<file path="src/rtl/kced_pkg.sv">
package kced_pkg;

  localparam int unsigned HistoryLen = 32;
  localparam int unsigned CntW       = 16;
  localparam int unsigned EventW     = 3;
  localparam int unsigned CfgIdxW    = 2;

  localparam logic [CntW-1:0] CntMax = {CntW{1'b1}};

  typedef enum logic [EventW-1:0] {
    EV_NONE   = 3'd0,
    EV_SINGLE = 3'd1,
    EV_DOUBLE = 3'd2,
    EV_LONG   = 3'd3,
    EV_REPEAT = 3'd4
  } kced_event_e;

  typedef enum logic [CfgIdxW-1:0] {
    REG_LONG_PRESS   = 2'd0,
    REG_REPEAT_PER   = 2'd1,
    REG_DBL_WINDOW   = 2'd2,
    REG_MIN_RELEASE  = 2'd3
  } kced_reg_e;

  // Thresholds as seen by the state machine.
  typedef struct packed {
    logic [CntW-1:0] long_press_ticks;
    logic [CntW-1:0] repeat_period_ticks;
    logic [CntW-1:0] double_click_window_ticks;
    logic [CntW-1:0] min_release_ticks;
  } kced_cfg_t;

  // Debouncer status for the tick being processed.
  typedef struct packed {
    logic all_on;
    logic all_off;
  } kced_hist_t;

  // Saturating tick counter increment.
  function automatic logic [CntW-1:0] sat_inc(input logic [CntW-1:0] v);
    return (v == CntMax) ? CntMax : v + CntW'(1);
  endfunction

endpackage

</file>
<file path="src/rtl/kced_debounce.sv">
module kced_debounce (
  input  logic               clk_i,
  input  logic               rst_ni,
  input  logic               step_i,
  input  logic               level_i,
  output kced_pkg::kced_hist_t hist_o,
  output logic               stable_d_o
);
  import kced_pkg::*;

  logic [HistoryLen-1:0] hist_q, hist_d;
  logic                  debounced_q, debounced_d;

  assign hist_d = {hist_q[HistoryLen-2:0], level_i};

  assign hist_o.all_on  = &hist_d;
  assign hist_o.all_off = ~|hist_d;

  always_comb begin
    debounced_d = debounced_q;
    if (hist_o.all_on) begin
      debounced_d = 1'b1;
    end
    if (hist_o.all_off) begin
      debounced_d = 1'b0;
    end
  end

  assign stable_d_o = debounced_d;

  always_ff @(posedge clk_i or negedge rst_ni) begin
    if (!rst_ni) begin
      hist_q      <= '0;
      debounced_q <= 1'b0;
    end else if (step_i) begin
      hist_q      <= hist_d;
      debounced_q <= debounced_d;
    end
  end

endmodule

</file>
<file path="src/rtl/kced_fsm.sv">
module kced_fsm (
  input  logic                  clk_i,
  input  logic                  rst_ni,
  input  logic                  step_i,
  input  kced_pkg::kced_cfg_t   cfg_i,
  input  kced_pkg::kced_hist_t  hist_i,
  output kced_pkg::kced_event_e event_d_o
);
  import kced_pkg::*;

  typedef enum logic [4:0] {
    ST_IDLE    = 5'b00001,
    ST_PRESSED = 5'b00010,
    ST_LONG    = 5'b00100,
    ST_WAIT    = 5'b01000,
    ST_SECOND  = 5'b10000
  } kced_state_e;

  kced_state_e     state_q, state_d;
  logic [CntW-1:0] press_q, press_d;
  logic [CntW-1:0] release_q, release_d;
  logic [CntW-1:0] window_q, window_d;
  logic [CntW-1:0] repeat_q, repeat_d;
  logic            long_done_q, long_done_d;
  kced_event_e     ev;

  always_comb begin
    state_d     = state_q;
    press_d     = press_q;
    release_d   = release_q;
    window_d    = window_q;
    repeat_d    = repeat_q;
    long_done_d = long_done_q;
    ev          = EV_NONE;

    case (state_q)
      ST_IDLE: begin
        if (hist_i.all_on) begin
          state_d     = ST_PRESSED;
          press_d     = '0;
          long_done_d = 1'b0;
        end
      end
      ST_PRESSED: begin
        press_d = sat_inc(press_q);
        if ((press_d >= cfg_i.long_press_ticks) && !long_done_q) begin
          state_d     = ST_LONG;
          ev          = EV_LONG;
          long_done_d = 1'b1;
          repeat_d    = '0;
        end
        // A release in the same tick still wins the next state.
        if (hist_i.all_off) begin
          state_d   = ST_WAIT;
          window_d  = '0;
          release_d = '0;
        end
      end
      ST_LONG: begin
        repeat_d = sat_inc(repeat_q);
        if (repeat_d >= cfg_i.repeat_period_ticks) begin
          repeat_d = '0;
          ev       = EV_REPEAT;
        end
        if (hist_i.all_off) begin
          state_d  = ST_IDLE;
          repeat_d = '0;
        end
      end
      ST_WAIT: begin
        window_d = sat_inc(window_q);
        if (hist_i.all_off) begin
          release_d = sat_inc(release_q);
        end
        if (window_d >= cfg_i.double_click_window_ticks) begin
          state_d = ST_IDLE;
          ev      = EV_SINGLE;
        end
        // The single click may still be reported while entering second press.
        if (hist_i.all_on && (release_d >= cfg_i.min_release_ticks)) begin
          state_d = ST_SECOND;
        end
      end
      ST_SECOND: begin
        if (hist_i.all_off) begin
          state_d = ST_IDLE;
          ev      = EV_DOUBLE;
        end
      end
      default: begin
        state_d = ST_IDLE;
      end
    endcase
  end

  assign event_d_o = ev;

  always_ff @(posedge clk_i or negedge rst_ni) begin
    if (!rst_ni) begin
      state_q     <= ST_IDLE;
      press_q     <= '0;
      release_q   <= '0;
      window_q    <= '0;
      repeat_q    <= '0;
      long_done_q <= 1'b0;
    end else if (step_i) begin
      state_q     <= state_d;
      press_q     <= press_d;
      release_q   <= release_d;
      window_q    <= window_d;
      repeat_q    <= repeat_d;
      long_done_q <= long_done_d;
    end
  end

endmodule

</file>
<file path="src/rtl/key_click_event_detector.sv">
// Channel   Direction  Signals                                   Beat
// in        input      in_valid_i, in_ready_o, level_i           one sampled level (one tick)
// out       output     out_valid_o, out_ready_i, event_res_o,    one event code and the
//                      stable_level_o                            debounced level
// cfg       input      cfg_valid_i, cfg_ready_o, cfg_index_i,    one threshold register write
//                      cfg_data_i
//
// Every input beat produces exactly one output beat, in the cycle after acceptance: the
// history, debounced level and click state machine update at the accepting edge.
// Sustained rate is one beat per cycle, since the single output register is refilled
// in the same cycle it is drained. When the output beat is stalled, in_ready_o drops
// and the block holds all state. Reset (rst_ni, asynchronous, active low) clears the
// history and click state, empties the output register and loads default thresholds.
module key_click_event_detector (
  input  logic                         clk_i,
  input  logic                         rst_ni,
  input  logic                         in_valid_i,
  output logic                         in_ready_o,
  input  logic                         level_i,
  output logic                         out_valid_o,
  input  logic                         out_ready_i,
  output logic [kced_pkg::EventW-1:0]  event_res_o,
  output logic                         stable_level_o,
  input  logic                         cfg_valid_i,
  output logic                         cfg_ready_o,
  input  logic [kced_pkg::CfgIdxW-1:0] cfg_index_i,
  input  logic [kced_pkg::CntW-1:0]    cfg_data_i
);
  import kced_pkg::*;

  kced_cfg_t   cfg_q;
  kced_hist_t  hist;
  kced_event_e event_d;
  logic        stable_d;
  logic        step;
  logic        out_valid_q;
  kced_event_e event_q;
  logic        stable_q;

  // The output register can take a new result whenever it is empty or being drained.
  assign in_ready_o = !out_valid_q || out_ready_i;
  assign step       = in_valid_i && in_ready_o;

  // The configuration port always accepts; registers should be written while idle.
  assign cfg_ready_o = 1'b1;

  // Threshold registers. All four indexes are defined, so every write lands.
  always_ff @(posedge clk_i or negedge rst_ni) begin
    if (!rst_ni) begin
      cfg_q.long_press_ticks          <= CntW'(1000);
      cfg_q.repeat_period_ticks       <= CntW'(200);
      cfg_q.double_click_window_ticks <= CntW'(300);
      cfg_q.min_release_ticks         <= CntW'(20);
    end else if (cfg_valid_i) begin
      case (kced_reg_e'(cfg_index_i))
        REG_LONG_PRESS:  cfg_q.long_press_ticks          <= cfg_data_i;
        REG_REPEAT_PER:  cfg_q.repeat_period_ticks       <= cfg_data_i;
        REG_DBL_WINDOW:  cfg_q.double_click_window_ticks <= cfg_data_i;
        REG_MIN_RELEASE: cfg_q.min_release_ticks         <= cfg_data_i;
        default: begin
        end
      endcase
    end
  end

  kced_debounce u_debounce (
    .clk_i      (clk_i),
    .rst_ni     (rst_ni),
    .step_i     (step),
    .level_i    (level_i),
    .hist_o     (hist),
    .stable_d_o (stable_d)
  );

  kced_fsm u_fsm (
    .clk_i     (clk_i),
    .rst_ni    (rst_ni),
    .step_i    (step),
    .cfg_i     (cfg_q),
    .hist_i    (hist),
    .event_d_o (event_d)
  );

  // Output register: valid is control, the payload needs no reset.
  always_ff @(posedge clk_i or negedge rst_ni) begin
    if (!rst_ni) begin
      out_valid_q <= 1'b0;
    end else if (in_ready_o) begin
      out_valid_q <= in_valid_i;
    end
  end

  always_ff @(posedge clk_i) begin
    if (step) begin
      event_q  <= event_d;
      stable_q <= stable_d;
    end
  end

  assign out_valid_o    = out_valid_q;
  assign event_res_o    = event_q;
  assign stable_level_o = stable_q;

endmodule

</file>
<file path="config.mk">
export PLATFORM = sky130hd
export DESIGN_NAME = key_click_event_detector
export DESIGN_NICKNAME = d
export VERILOG_FILES = /design/src/rtl/kced_pkg.sv /design/src/rtl/kced_debounce.sv /design/src/rtl/kced_fsm.sv /design/src/rtl/key_click_event_detector.sv
export SDC_FILE = /design/constraint.sdc
export NUM_CORES = 1
export LEC_CHECK = 0
export ABC_AREA = 1
export BUFFER_PORTS_ARGS = -buffer_cell sky130_fd_sc_hd__buf_2
export CAP_MARGIN = 10
export CORE_MARGIN = 4
export CORE_UTILIZATION = 50
export DETAILED_ROUTE_END_ITERATION = 12
export GPL_ROUTABILITY_DRIVEN = 0
export PLACE_DENSITY_LB_ADDON = 0.3
export SLEW_MARGIN = 20
export SYNTH_ARGS = -nofsm -noshare
export SYNTH_HDL_FRONTEND = slang
export SYNTH_SLANG_ARGS = --single-unit
</file>
<file path="constraint.sdc">
create_clock -name clk_i -period 8.2 [get_ports clk_i]
set_input_delay 2.46 -clock clk_i [delete_from_list [all_inputs] [get_ports clk_i]]
set_output_delay 2.46 -clock clk_i [all_outputs]
set_load 0.005 [all_outputs]
</file>
==> qor.yml <==
status: "finished, final reports clean"
fin_ws_ns: 2.82
cts_made_buffers: 17
cts_resized: 0
grt-ovfl-total: 0
setup_viol: 0
synth_cell_type_count: 38
numClockSinks: 171
antenna_found_initial: 0
cts_root_buf: "clkbuf_16"
dieWidth_um: 152
cp_slowest_stage_delay_ns: 0.64
criticalPathCategory: "input port to flip-flop"
synth.ff_latch_count: 171
vias_per_cell: 5.19
groute.usage.overall: 0.212
tns_ns: 0
power.internal_w: 0.00155
swShare: 0.303
rows: 52
synthAdderAreaFrac: 0.0819
finalNetCount: 1524
switchingPower_w: 0.000674
syn_to_final_growth_pct: 9.30
fin_crit_sh: 0.656
period_minus_slack_ns: 5.38
io_buffer_count: 29
async_flop_share: 0.977
synth_area_leaders: "dfrtp_1 (36%), nand2_1 (14%), inv_1 (8.4%)"
synth_flop_cell: "dfrtp_1"
cap_violations: 0
gr-usage-met2: 0.338
synth_top_family_by_area: "simple AND/OR/NAND/NOR gates"
path_clk_slew_ns: 0.07
power_leakage_nw: 5.88
synth_mux_area_frac: 0
diodes: 0
cp_cell_sequence: "buf_2 > inv_1 > nand4_1 > nor2_1 > nand2_1 > nor2_4 > inv_1 > o21ai_0 > nand3_1 > ha_1 > nand2_1 > inv_1 > nand2_1 > nor2_1 > nor2_1 > nand2_1 > nand2_1 > nand2_1 > nand2_1 > nand3_1 > nand3_1 > nand2_1 > nand2_1"
synth_seq_area_share: 0.416
rsz0062_at_grt: "false"
fin_worst_skew_ns: 0.0105
cts_tree: "built"
die_area_um2: 23100
vias: 8903
syn_area_per_cell_um2: 7.34
ant_nets: 0
peakVddDrop_mv: 0.160
synth-warning-count: 0
pwr-share-comb: 0.160
grt_max_degree: 79
synth-simple-area-share: 0.278
synth_edf_count: 4
cellPowerDensity_nw_per_um2: 196
drc: 0
cts_hold_buf: 0
clk_latency_ns: 0.43
synth_area_leader_cell: "dfrtp_1"
die_h_um: 152
synth_top_cell_area_share: 0.364
crit_arrival_ns: 5.69
crit_path_start_kind: "input port"
first_pass_iters: 5
maxSlewHeadroom: 0.311
final_cell_mix: "nand2_1 (391), inv_1 (232), dfrtp_1 (151)"
reg2reg_depth: 19
max_freq_mhz: 186
busiest_layer: "met2"
whs_path_depth: 2
finalMaxSlewViolations: 0
synth_nets: 1507
htree_levels: 4
synth_area_um2: 10400
cp.required_ns: 8.51
synth_compound_area_frac: 0.105
slowest_stage: "nor2_4"
yosys.area_share.xor_xnor: 0.0152
dp_hpwl_mm: 17.4
grt_pass1_wl_mm: 40.9
core-area_um2: 20400
holdCritPathClass: "flip-flop to flip-flop"
clkPwrFrac: 0.382
seq_power_share: 0.458
final_common_cell: "nand2_1"
place_worst_setup_slack_ns: 2.46
cp-end-kind: "flip-flop"
grt_pass1_vias: 8381
grt_util_met3: 0.0318
drt-initial-drc-count: 664
hold_violations: 0
pin_count: 31
cpMostUsedCell: "nand2_1"
tightest_slew_ns: 1.03
start_util: 0.510
wl_mm: 24.0
cp_max_fo: 35
fin_util: 0.558
post_cts_buffers: 0
clock_path_buffers: 2
synthCells: 1415
routedWlPerCell_um: 14.0
use_met1: 0.306
hold_ws_ns: 0.476
drive_gt1_frac: 0.0761
power by group through the flow:
| stage | registers (W) | clock network [W] | logic, W |
|---|---|---|---|
| after floorplan | 0.00101 | 0 | 0.000259 |
| after global placement | 0.00103 | 0 | 0.000341 |
| after detailed placement | 0.00103 | 0 | 0.000354 |
| after CTS | 0.00102 | 0.000863 | 0.000359 |
| after global routing | 0.00103 | 0.000904 | 0.000424 |
| final | 0.00102 | 0.000850 | 0.000355 |
stage by stage:
stage / total power (W) / area, µm² / instances
2_1_floorplan: 0.00127 / 10400 / 1415
3_3_place_gp: 0.00137 / 10700 / 1683
3_5_place_dp: 0.00139 / 10700 / 1683
4_1_cts: 0.00224 / 11300 / 1715
5_1_grt: 0.00236 / 11400 / 1715
6_report: 0.00222 / 11400 / 1715
per-layer routing:
metal	vias up	routed length, µm
met5	-	0
met4	0	370
met3	26	1130
met2	230	11000
met1	4072	11500
li1	4575	-
state kept, by name (all words and copies together), names as in the netlist:
signal,count
u_fsm.long_done_q,1
u_fsm.window_q,16
u_debounce.hist_q,31
u_fsm.release_q,16
stable_level_o,1
cfg_q,64
u_fsm.state_q,5
u_fsm.repeat_q,16
event_res_o,3
u_debounce.debounced_q,1
u_fsm.press_q,16
out_valid_o,1
worst paths after layout:
check	from	endpoint	slack, ns
max	level_i	u_fsm.state_q[1]	2.82
max reg2reg	u_fsm.press_q[1]	u_fsm.repeat_q[8]	4.38
min reg2reg	u_fsm.long_done_q	u_fsm.long_done_q	0.48
max in group asynchronous	rst_ni	u_debounce.hist_q[30]	5.02
min	u_fsm.long_done_q	u_fsm.long_done_q	0.48
min in group asynchronous	rst_ni	u_fsm.window_q[7]	2.04
area by class of cell:
type | count | area [µm²]
inverters | 237 | 892
well taps | 270 | 338
fillers | 1875 | 9010
multi-input cells | 971 | 4990
flip-flops and latches | 171 | 4320
clock inverters | 15 | 198
repair buffers | 34 | 189
clock buffers | 17 | 425
Yosys cell counts (all sizes together) (2+ instances only):
cell and count:
a21o 2, a21oi 36, a31oi 3, buf 17, clkbuf 19, dfrtp 151, dfstp 16, edfxtp 4
ha 68, inv 237, nand2 395, nand3 89, nand3b 4, nand4 37, nor2 110, nor3 32
o21ai 150, o22ai 16, or2 6, xnor2 4, xor2 14
cell families (layout without fill, tap and decap cells):
family | Yosys count | count (layout)
buf+inv | 273 | 303
fa+ha+maj | 68 | 68
xor+xnor | 18 | 18
compound gates | 210 | 210
simple gates | 674 | 674
other cells | 1 | 1
flops | 171 | 171
worst max-delay path: cells and delay by family:
kind                       cells  cell delay (ns)
and+or+nand+nor               17             2.17
buffers and inverters          4             0.50
adders and majority gates      1             0.29
AOI/OAI and AO/OA              1             0.23
No activity file was read; power rests on OpenSTA's default activity.
